===== src/sv/bed_pkg.sv =====
// ----------------------------------------------------------------------------
// bed_pkg: shared types and constants for the backslash escape decoder
// Character codes, escape values, decoder phases and the result beat format.
// ----------------------------------------------------------------------------
`default_nettype none

package bed_pkg;

  localparam logic [7:0] CH_BSL   = 8'h5C;  // '\'
  localparam logic [7:0] CH_LOW_C = 8'h63;  // 'c'
  localparam logic [7:0] CH_ZERO  = 8'h30;  // '0'
  localparam logic [7:0] CH_UP_M  = 8'h4D;  // 'M'
  localparam logic [7:0] CH_CARET = 8'h5E;  // '^'
  localparam logic [7:0] CH_DASH  = 8'h2D;  // '-'
  localparam logic [7:0] CH_QUERY = 8'h3F;  // '?'
  localparam logic [7:0] CH_LOW_X = 8'h78;  // 'x'

  localparam logic [7:0] META_BIT_VAL = 8'h80;  // 0200
  localparam logic [7:0] DEL_VAL      = 8'h7F;  // 0177
  localparam logic [4:0] CTRL_MASK    = 5'h1F;  // 037
  localparam logic [7:0] ESC_VAL      = 8'h1B;  // 033

  localparam logic [1:0] KIND_DATA = 2'd0;
  localparam logic [1:0] KIND_HALT = 2'd1;
  localparam logic [1:0] KIND_END  = 2'd2;

  localparam logic MODE_ARG = 1'b0;

  typedef enum logic [2:0] {
    PH_IDLE  = 3'd0,
    PH_BSL   = 3'd1,
    PH_OCT   = 3'd2,
    PH_HEX   = 3'd3,
    PH_M     = 3'd4,
    PH_MDASH = 3'd5,
    PH_CARET = 3'd6
  } phase_t;

  typedef struct packed {
    logic [7:0] data;
    logic [1:0] kind;
    logic       bad;
    logic       last;
  } result_t;

  // up to two results per input beat, r1 only ever valid with r0
  typedef struct packed {
    logic    r0_valid;
    logic    r1_valid;
    result_t r0;
    result_t r1;
  } step_out_t;

  typedef struct packed {
    logic       hit;
    logic [3:0] val;
  } hex_digit_t;

  function automatic hex_digit_t hex_digit(input logic [7:0] c);
    hex_digit_t h;
    h.hit = 1'b1;
    h.val = c[3:0];
    if (c >= 8'h30 && c <= 8'h39) begin
      h.val = c[3:0];
    end else if ((c >= 8'h61 && c <= 8'h66) || (c >= 8'h41 && c <= 8'h46)) begin
      h.val = c[3:0] + 4'd9;
    end else begin
      h.hit = 1'b0;
    end
    return h;
  endfunction

  // {hit, value} for the named C escapes
  function automatic logic [8:0] named_escape(input logic [7:0] c);
    logic [8:0] r;
    unique case (c)
      8'h5C:        r = {1'b1, 8'h5C};
      8'h27:        r = {1'b1, 8'h27};
      8'h22:        r = {1'b1, 8'h22};
      8'h61:        r = {1'b1, 8'h07};
      8'h62:        r = {1'b1, 8'h08};
      8'h65, 8'h45: r = {1'b1, ESC_VAL};
      8'h66:        r = {1'b1, 8'h0C};
      8'h6E:        r = {1'b1, 8'h0A};
      8'h72:        r = {1'b1, 8'h0D};
      8'h74:        r = {1'b1, 8'h09};
      8'h76:        r = {1'b1, 8'h0B};
      default:      r = {1'b0, c};
    endcase
    return r;
  endfunction

endpackage

`default_nettype wire


===== src/sv/bed_decoder.sv =====
// ----------------------------------------------------------------------------
// bed_decoder: escape state and single-pass step logic
// Holds the escape state and turns one registered input beat into up to two
// result beats, including the end-of-string flush and end marker.
// ----------------------------------------------------------------------------
`default_nettype none

module bed_decoder
  import bed_pkg::*;
(
  input  wire logic       clk,
  input  wire logic       rst,
  input  wire logic       fire,
  input  wire logic [7:0] c,
  input  wire logic       eos,
  input  wire logic       escape_mode,
  output step_out_t       step
);

  phase_t     phase, phase_next;
  logic [8:0] accum, accum_next;
  logic [1:0] digits_seen, digits_next;
  logic       meta_bit, meta_next;
  logic       halted, halted_next;

  always_ff @(posedge clk) begin
    if (rst) begin
      phase       <= PH_IDLE;
      accum       <= '0;
      digits_seen <= '0;
      meta_bit    <= 1'b0;
      halted      <= 1'b0;
    end else if (fire) begin
      phase       <= phase_next;
      accum       <= accum_next;
      digits_seen <= digits_next;
      meta_bit    <= meta_next;
      halted      <= halted_next;
    end
  end

  always_comb begin
    result_t    a_r, b_r, f_r, m_r;
    logic       a_v, b_v, f_v, m_v, fresh, is_oct, mode_arg;
    hex_digit_t hx;
    logic [8:0] ne, acc_oct, acc_hex;

    phase_next  = phase;
    accum_next  = accum;
    digits_next = digits_seen;
    meta_next   = meta_bit;
    halted_next = halted;
    a_v = 1'b0; b_v = 1'b0; f_v = 1'b0; fresh = 1'b0;
    a_r = '0; b_r = '0; f_r = '0; m_r = '0;
    hx       = hex_digit(c);
    ne       = named_escape(c);
    is_oct   = (c >= 8'h30) && (c <= 8'h37);
    mode_arg = (escape_mode == MODE_ARG);
    acc_oct  = {accum[5:0], c[2:0]};
    acc_hex  = {accum[4:0], hx.val};

    if (!halted) begin
      unique case (phase)
        PH_BSL: begin
          phase_next = PH_IDLE; accum_next = '0; digits_next = '0; meta_next = 1'b0;
          if (mode_arg && c == CH_LOW_C) begin
            a_v = 1'b1;
            a_r = '{data: 8'h00, kind: KIND_HALT, bad: 1'b0, last: 1'b0};
            halted_next = 1'b1;
          end else if (mode_arg && c == CH_ZERO) begin
            phase_next = PH_OCT;
          end else if (mode_arg && c == CH_UP_M) begin
            phase_next = PH_M;
          end else if (mode_arg && c == CH_CARET) begin
            phase_next = PH_CARET;
          end else if (is_oct) begin
            phase_next  = PH_OCT;
            accum_next  = {6'd0, c[2:0]};
            digits_next = 2'd1;
          end else if (c == CH_LOW_X) begin
            phase_next = PH_HEX;
          end else begin
            a_v = 1'b1;
            a_r = '{data: ne[7:0], kind: KIND_DATA, bad: !ne[8], last: 1'b0};
          end
        end
        PH_OCT: begin
          if (is_oct && digits_seen != 2'd3) begin
            accum_next  = acc_oct;
            digits_next = digits_seen + 2'd1;
            if (digits_seen == 2'd2) begin
              a_v = 1'b1;
              a_r = '{data: acc_oct[7:0], kind: KIND_DATA, bad: 1'b0, last: 1'b0};
              phase_next = PH_IDLE; accum_next = '0; digits_next = '0; meta_next = 1'b0;
            end
          end else begin
            a_v = 1'b1;
            a_r = '{data: accum[7:0], kind: KIND_DATA, bad: 1'b0, last: 1'b0};
            phase_next = PH_IDLE; accum_next = '0; digits_next = '0; meta_next = 1'b0;
            fresh = 1'b1;
          end
        end
        PH_HEX: begin
          if (hx.hit && digits_seen < 2'd2) begin
            accum_next  = acc_hex;
            digits_next = digits_seen + 2'd1;
            if (digits_seen == 2'd1) begin
              a_v = 1'b1;
              a_r = '{data: acc_hex[7:0], kind: KIND_DATA, bad: 1'b0, last: 1'b0};
              phase_next = PH_IDLE; accum_next = '0; digits_next = '0; meta_next = 1'b0;
            end
          end else begin
            a_v = 1'b1;
            a_r = '{data: accum[7:0], kind: KIND_DATA, bad: (digits_seen == 2'd0),
                    last: 1'b0};
            phase_next = PH_IDLE; accum_next = '0; digits_next = '0; meta_next = 1'b0;
            fresh = 1'b1;
          end
        end
        PH_M: begin
          if (c == CH_DASH) begin
            phase_next = PH_MDASH;
          end else if (c == CH_CARET) begin
            phase_next = PH_CARET;
            meta_next  = 1'b1;
          end else begin
            a_v = 1'b1;
            a_r = '{data: CH_UP_M, kind: KIND_DATA, bad: 1'b1, last: 1'b0};
            phase_next = PH_IDLE; accum_next = '0; digits_next = '0; meta_next = 1'b0;
            fresh = 1'b1;
          end
        end
        PH_MDASH: begin
          a_v = 1'b1;
          a_r = '{data: META_BIT_VAL | c, kind: KIND_DATA, bad: 1'b0, last: 1'b0};
          phase_next = PH_IDLE; accum_next = '0; digits_next = '0; meta_next = 1'b0;
        end
        PH_CARET: begin
          a_v = 1'b1;
          a_r.kind = KIND_DATA;
          a_r.data = (meta_bit ? META_BIT_VAL : 8'h00) |
                     ((c == CH_QUERY) ? DEL_VAL : {3'd0, c[4:0] & CTRL_MASK});
          phase_next = PH_IDLE; accum_next = '0; digits_next = '0; meta_next = 1'b0;
        end
        default: begin
          phase_next = PH_IDLE; accum_next = '0; digits_next = '0; meta_next = 1'b0;
          fresh = 1'b1;
        end
      endcase

      // byte that ended an escape (or a plain byte) handled as new input
      if (fresh) begin
        if (c == CH_BSL) begin
          phase_next = PH_BSL;
        end else begin
          b_v = 1'b1;
          b_r = '{data: c, kind: KIND_DATA, bad: 1'b0, last: 1'b0};
        end
      end
    end

    // end-of-string flush of whatever escape is still open
    if (eos && !halted_next) begin
      f_r.kind = KIND_DATA;
      unique case (phase_next)
        PH_BSL:   begin f_v = 1'b1; f_r.data = CH_BSL;  f_r.bad = 1'b1; end
        PH_OCT:   begin f_v = 1'b1; f_r.data = accum_next[7:0]; end
        PH_HEX:   begin
          f_v = 1'b1;
          f_r.data = accum_next[7:0];
          f_r.bad  = (digits_next == 2'd0);
        end
        PH_M:     begin f_v = 1'b1; f_r.data = CH_UP_M; f_r.bad = 1'b1; end
        PH_MDASH: begin f_v = 1'b1; f_r.data = META_BIT_VAL; end
        PH_CARET: begin f_v = 1'b1; f_r.data = meta_next ? META_BIT_VAL : 8'h00; end
        default:  f_v = 1'b0;
      endcase
    end

    if (eos) begin
      phase_next = PH_IDLE; accum_next = '0; digits_next = '0; meta_next = 1'b0;
      halted_next = 1'b0;
    end

    m_v = eos && !a_v && !b_v && !f_v;
    m_r = '{data: 8'h00, kind: KIND_END, bad: 1'b0, last: 1'b0};

    // pack the first two results in order
    step = '0;
    step.r0_valid = a_v || b_v || f_v || m_v;
    if (a_v) begin
      step.r0       = a_r;
      step.r1       = b_v ? b_r : f_r;
      step.r1_valid = b_v || f_v;
    end else if (b_v) begin
      step.r0       = b_r;
      step.r1       = f_r;
      step.r1_valid = f_v;
    end else if (f_v) begin
      step.r0 = f_r;
    end else begin
      step.r0 = m_r;
    end
    if (eos) begin
      if (step.r1_valid) begin
        step.r1.last = 1'b1;
      end else begin
        step.r0.last = 1'b1;
      end
    end
  end

endmodule

`default_nettype wire


===== src/sv/bed_out_buf.sv =====
// ----------------------------------------------------------------------------
// bed_out_buf: two-slot result buffer
// Slot a drives the output port; slot b holds the second result of a beat
// that produced two. New results are taken only while slot b is empty.
// ----------------------------------------------------------------------------
`default_nettype none

module bed_out_buf
  import bed_pkg::*;
(
  input  wire logic      clk,
  input  wire logic      rst,
  input  wire logic      push,
  input  wire step_out_t step,
  output logic           can_take,
  output logic           out_valid,
  input  wire logic      out_ready,
  output result_t        head
);

  logic    a_valid, b_valid;
  result_t a_res, b_res;
  logic    pop;

  assign pop       = a_valid && out_ready;
  assign can_take  = !b_valid && (!a_valid || out_ready);
  assign out_valid = a_valid;
  assign head      = a_res;

  always_ff @(posedge clk) begin
    if (rst) begin
      a_valid <= 1'b0;
      b_valid <= 1'b0;
    end else if (b_valid) begin
      if (pop) begin
        a_valid <= 1'b1;
        b_valid <= 1'b0;
      end
    end else if (push && step.r0_valid) begin
      a_valid <= 1'b1;
      b_valid <= step.r1_valid;
    end else if (pop) begin
      a_valid <= 1'b0;
    end
  end

  always_ff @(posedge clk) begin
    if (b_valid) begin
      if (pop) begin
        a_res <= b_res;
      end
    end else if (push && step.r0_valid) begin
      a_res <= step.r0;
      b_res <= step.r1;
    end
  end

endmodule

`default_nettype wire


===== src/sv/backslash_escape_decoder_core.sv =====
// ----------------------------------------------------------------------------
// backslash_escape_decoder_core: backslash escape decoder, one byte a cycle unless stalled
// Input register, single-pass escape decoder and a two-slot result buffer.
// ----------------------------------------------------------------------------
//  channel   signals                                        direction
//  in        in_valid/in_ready, in_byte, end_of_string      sink
//  out       out_valid/out_ready, out_byte, result_kind,    source
//            bad_escape, last_result
//  cfg       cfg_we, cfg_wdata (escape_mode)                write only
//
//  One input beat per cycle unless stalled; a byte is held in the input register,
//  and its first result in slot a of the result buffer. A byte giving two results
//  holds the input side while the second result leaves through the single output slot.
//  rst (synchronous) clears escape state, halt flag, buffers and escape_mode.
//  Stalls on out_ready back up through the result buffer to in_ready.
// ----------------------------------------------------------------------------
`default_nettype none

module backslash_escape_decoder_core
  import bed_pkg::*;
(
  input  wire logic       clk,
  input  wire logic       rst,
  input  wire logic       cfg_we,
  input  wire logic       cfg_wdata,
  input  wire logic       in_valid,
  output logic            in_ready,
  input  wire logic [7:0] in_byte,
  input  wire logic       end_of_string,
  output logic            out_valid,
  input  wire logic       out_ready,
  output logic [7:0]      out_byte,
  output logic [1:0]      result_kind,
  output logic            bad_escape,
  output logic            last_result
);

  logic       escape_mode;
  logic       iv;
  logic [7:0] ibyte;
  logic       ieos;
  logic       can_take;
  logic       fire;
  step_out_t  step;
  result_t    head;

  assign fire     = iv && can_take;
  assign in_ready = !iv || fire;

  always_ff @(posedge clk) begin
    if (rst) begin
      escape_mode <= 1'b0;
    end else if (cfg_we) begin
      escape_mode <= cfg_wdata;
    end
  end

  always_ff @(posedge clk) begin
    if (rst) begin
      iv <= 1'b0;
    end else if (in_valid && in_ready) begin
      iv <= 1'b1;
    end else if (fire) begin
      iv <= 1'b0;
    end
  end

  always_ff @(posedge clk) begin
    if (in_valid && in_ready) begin
      ibyte <= in_byte;
      ieos  <= end_of_string;
    end
  end

  bed_decoder u_decoder (
    .clk         (clk),
    .rst         (rst),
    .fire        (fire),
    .c           (ibyte),
    .eos         (ieos),
    .escape_mode (escape_mode),
    .step        (step)
  );

  bed_out_buf u_out_buf (
    .clk       (clk),
    .rst       (rst),
    .push      (fire),
    .step      (step),
    .can_take  (can_take),
    .out_valid (out_valid),
    .out_ready (out_ready),
    .head      (head)
  );

  assign out_byte    = head.data;
  assign result_kind = head.kind;
  assign bad_escape  = head.bad;
  assign last_result = head.last;

endmodule

`default_nettype wire

===== config.mk =====
export PLATFORM = sky130hd
export DESIGN_NAME = backslash_escape_decoder_core
export DESIGN_NICKNAME = d
export VERILOG_FILES = /design/src/sv/bed_pkg.sv /design/src/sv/bed_decoder.sv /design/src/sv/bed_out_buf.sv /design/src/sv/backslash_escape_decoder_core.sv
export SDC_FILE = /design/constraint.sdc
export NUM_CORES = 1
export LEC_CHECK = 0
export BUFFER_PORTS_ARGS = -buffer_cell sky130_fd_sc_hd__buf_4
export CAP_MARGIN = 20
export CORE_MARGIN = 5
export CORE_UTILIZATION = 57
export CTS_CLUSTER_SIZE = 40
export DETAILED_ROUTE_END_ITERATION = 8
export PLACE_DENSITY = 0.81
export SYNTH_ARGS = -nofsm -noshare
export SYNTH_HDL_FRONTEND = slang
export SYNTH_SLANG_ARGS = --single-unit

===== constraint.sdc =====
create_clock -name clk -period 6.5 [get_ports clk]
set_input_delay 1.3 -clock clk [delete_from_list [all_inputs] [get_ports clk]]
set_output_delay 1.3 -clock clk [all_outputs]
set_load 0.005 [all_outputs]

==> out/results.tsv <==
metric	value	unit
Tmin final	4250	ps
average wire per standard cell	23.07	um
IO Count	29	
syn avg cell area	8.170	um2
type of the worst min-delay path	reg -> reg	
insertion delay to the later sink of the worst-skew pair	310	ps
commonest non-fill, non-tap cell in the layout	nand2_1	
Synth Flop Type	edfxtp_1	
DIE WIDTH	95.16	um
fmax	235.3	MHz
synth unique cells	83	
syn_nets	525	
DRC	0	
hold buffers post-CTS	0	
Max-Cap Viols	0	
number of global-route vias before repair	3873	
LEAKAGE	1.462	nW
Worst IR Drop VDD	0.09577	mV
core area	7176	um2
row cnt	31	
number of synthesized flops with an enable pin	31	
critical path peak fanout	22	
Die H	95.16	um
Reg2Reg Depth	10	
first-pass GRT wire length	21690	um
critical path class	reg -> reg	
full die area	9055	um2
FF-to-FF End	u_out_buf.head[11]	
H-tree depth	2	
Yosys top cell area share	0.2252	
Worst Setup EP	u_out_buf.head[11]	
Initial Utilization	0.5761	
Setup WS pre-CTS	2227	ps
Final WS setup	2250	ps
Vias	4325	
GRT Total Usage	0.3133	
Fin. Hold Viols	0	
area delta synth->final	6.749	%
dpl hpwl	10160	um
setup repair bufs after CTS	0	
initial DRC count	636	
status	finished clean	
Clock Sinks	50	
Pins Over Slew Limit	0	
CTS resizes	0	
clock buffer depth	2	
Worst Setup End Kind	flip-flop	
CTS tree	built	
Root Driver	clkbuf_8	
CTS Buf Count	5	
Worst Max-Slew Pin Slew	1060	ps
R2R Setup Slk	2250	ps
synth warn	0	
Placer Congestion	1.016	
power density over the cells	144.9	nW/um2
reg2reg start	ibyte[1]	
Post-Route Setup TNS	0	ps
Via density	7.220	
layout cells sized above 1	0.1300	
fin crit share	0.6539	
final setup vio count	0	
port bufs	28	
main area contributors after synthesis	edfxtp_1 (23%), dfxtp_1 (9.2%), a21oi_1 (4.6%)	
CP required	6550	ps
antenna violations before repair	0	
Arr. time, crit path	4310	ps
#FFs+latches synth	50	
DRT antenna net count	0	
Worst Clk Skew	6.212	ps
Post-synth ARST share	0	
area leader, netlist	edfxtp_1	
sequential area share after synthesis	0.3172	
Critical Path Source Type	flip-flop	
Relative slew margins	0.2932	
1st-pass router iterations	6	
origin of the worst setup path	ibyte[1]	
RSZ-0062 raised after global routing	no	
Syn Inst Count	506	
Nets	518	
most frequent cells in the layout	nand2_1 (46), nor2_1 (40), a21oi_1 (38), edfxtp_1 (31), buf_4 (31)	
Reg clk slew, reported paths	100	ps
pin count of the biggest net entering global routing	31	
gr ovfl total	0	
antenna cells	0	
Mapped Area	4134	um2
Total Wirelength	13820	um
sequential cells by signal, summed over array words and instances, names as in the netlist, 2 cells and up:
name and flops:
u_decoder.accum 8, u_decoder.digits_seen 2, u_decoder.phase 3, u_out_buf.b_res 10, u_out_buf.head 12, ibyte 8
critical path, stage by stage, from the launching register on:
cell and delay [ps]:
edfxtp_1 720, inv_1 160, ha_1 330, or4b_4 530, and2_4 190, a211oi_4 500, o311ai_0 210, nand2_1 640
mux2i_1 200, a221oi_1 380, o22ai_1 140
worst min-delay path by stage:
stage | from | to | slack, ps | cells after the start
final | iv | iv | 530 | 2
after global routing | u_out_buf.b_res[9] | u_out_buf.head[9] | 570 | 2
after CTS | u_out_buf.out_valid | u_out_buf.out_valid | 540 | 2
after detailed placement | u_out_buf.out_valid | u_out_buf.out_valid | 520 | 2
after global placement | iv | iv | 510 | 2
after floorplan | u_out_buf.b_res[9] | u_out_buf.head[9] | 500 | 2
cell families after synthesis:
kind of cell | after synthesis | share of synthesized area
AND/OR/NAND/NOR | 206 | 0.2706
AO/OA/AOI/OAI | 177 | 0.3157
buffers and inverters | 59 | 0.05811
flip-flops | 50 | 0.3172
multiplexers | 8 | 0.02028
adder cells (fa/ha/maj) | 4 | 0.01211
XOR/XNOR | 2 | 0.006055
cell type report:
cell class / count / area (um2)
multi-input combinational: 397 / 2582
inverter: 13 / 48.80
clock inverter: 2 / 12.51
timing repair buffer: 32 / 240.2
fill: 659 / 2763
tap: 99 / 123.9
sequential: 50 / 1311
clock buffer: 6 / 93.84
cell usage after synthesis (8+ instances only):
| library cell | n |
|---|---|
| and3_1 | 12 |
| nor2b_1 | 13 |
| nor3_1 | 22 |
| nand2b_1 | 8 |
| nand2_1 | 46 |
| buf_2 | 12 |
| clkbuf_1 | 29 |
| and2_1 | 9 |
| inv_1 | 13 |
| nor2_1 | 40 |
| o21ai_0 | 21 |
| a21oi_1 | 38 |
| nand3_1 | 14 |
| o21ai_1 | 10 |
| edfxtp_1 | 31 |
| a22oi_1 | 17 |
| dfxtp_1 | 19 |
metal layers:
layer | global-route usage | wire (um) | part of all wire
met1 | 0.4317 | 5667 | 0.41
met4 | 0.1346 | 639 | 0.046
met3 | 0.05998 | 1442 | 0.10
met5 | 0 | 0 | 0
met2 | 0.4776 | 6068 | 0.44
power breakdown:
group	internal, mW	switching, mW	total (mW)
clock	0.0995	0.110	0.209
combinational	0.0275	0.0369	0.0644
sequential	0.347	0.0192	0.366
total	0.474	0.166	0.640
stage by stage:
stage | utilization | power (mW) | hold slack (ps) | cell area (um2) | std cells
final | 0.6150 | 0.6395 | 534.1 | 4413 | 599
after global routing | 0.6150 | 0.6606 | 574.4 | 4413 | 599
after CTS | 0.6139 | 0.6411 | 535.1 | 4405 | 598
after detailed placement | 0.5991 | 0.4352 | 518.7 | 4299 | 590
after global placement | 0.5991 | 0.4340 | 507.9 | 4299 | 590
after floorplan | - | 0.4073 | 500.0 | 4134 | 506
(Power assumes the default switching activity.)
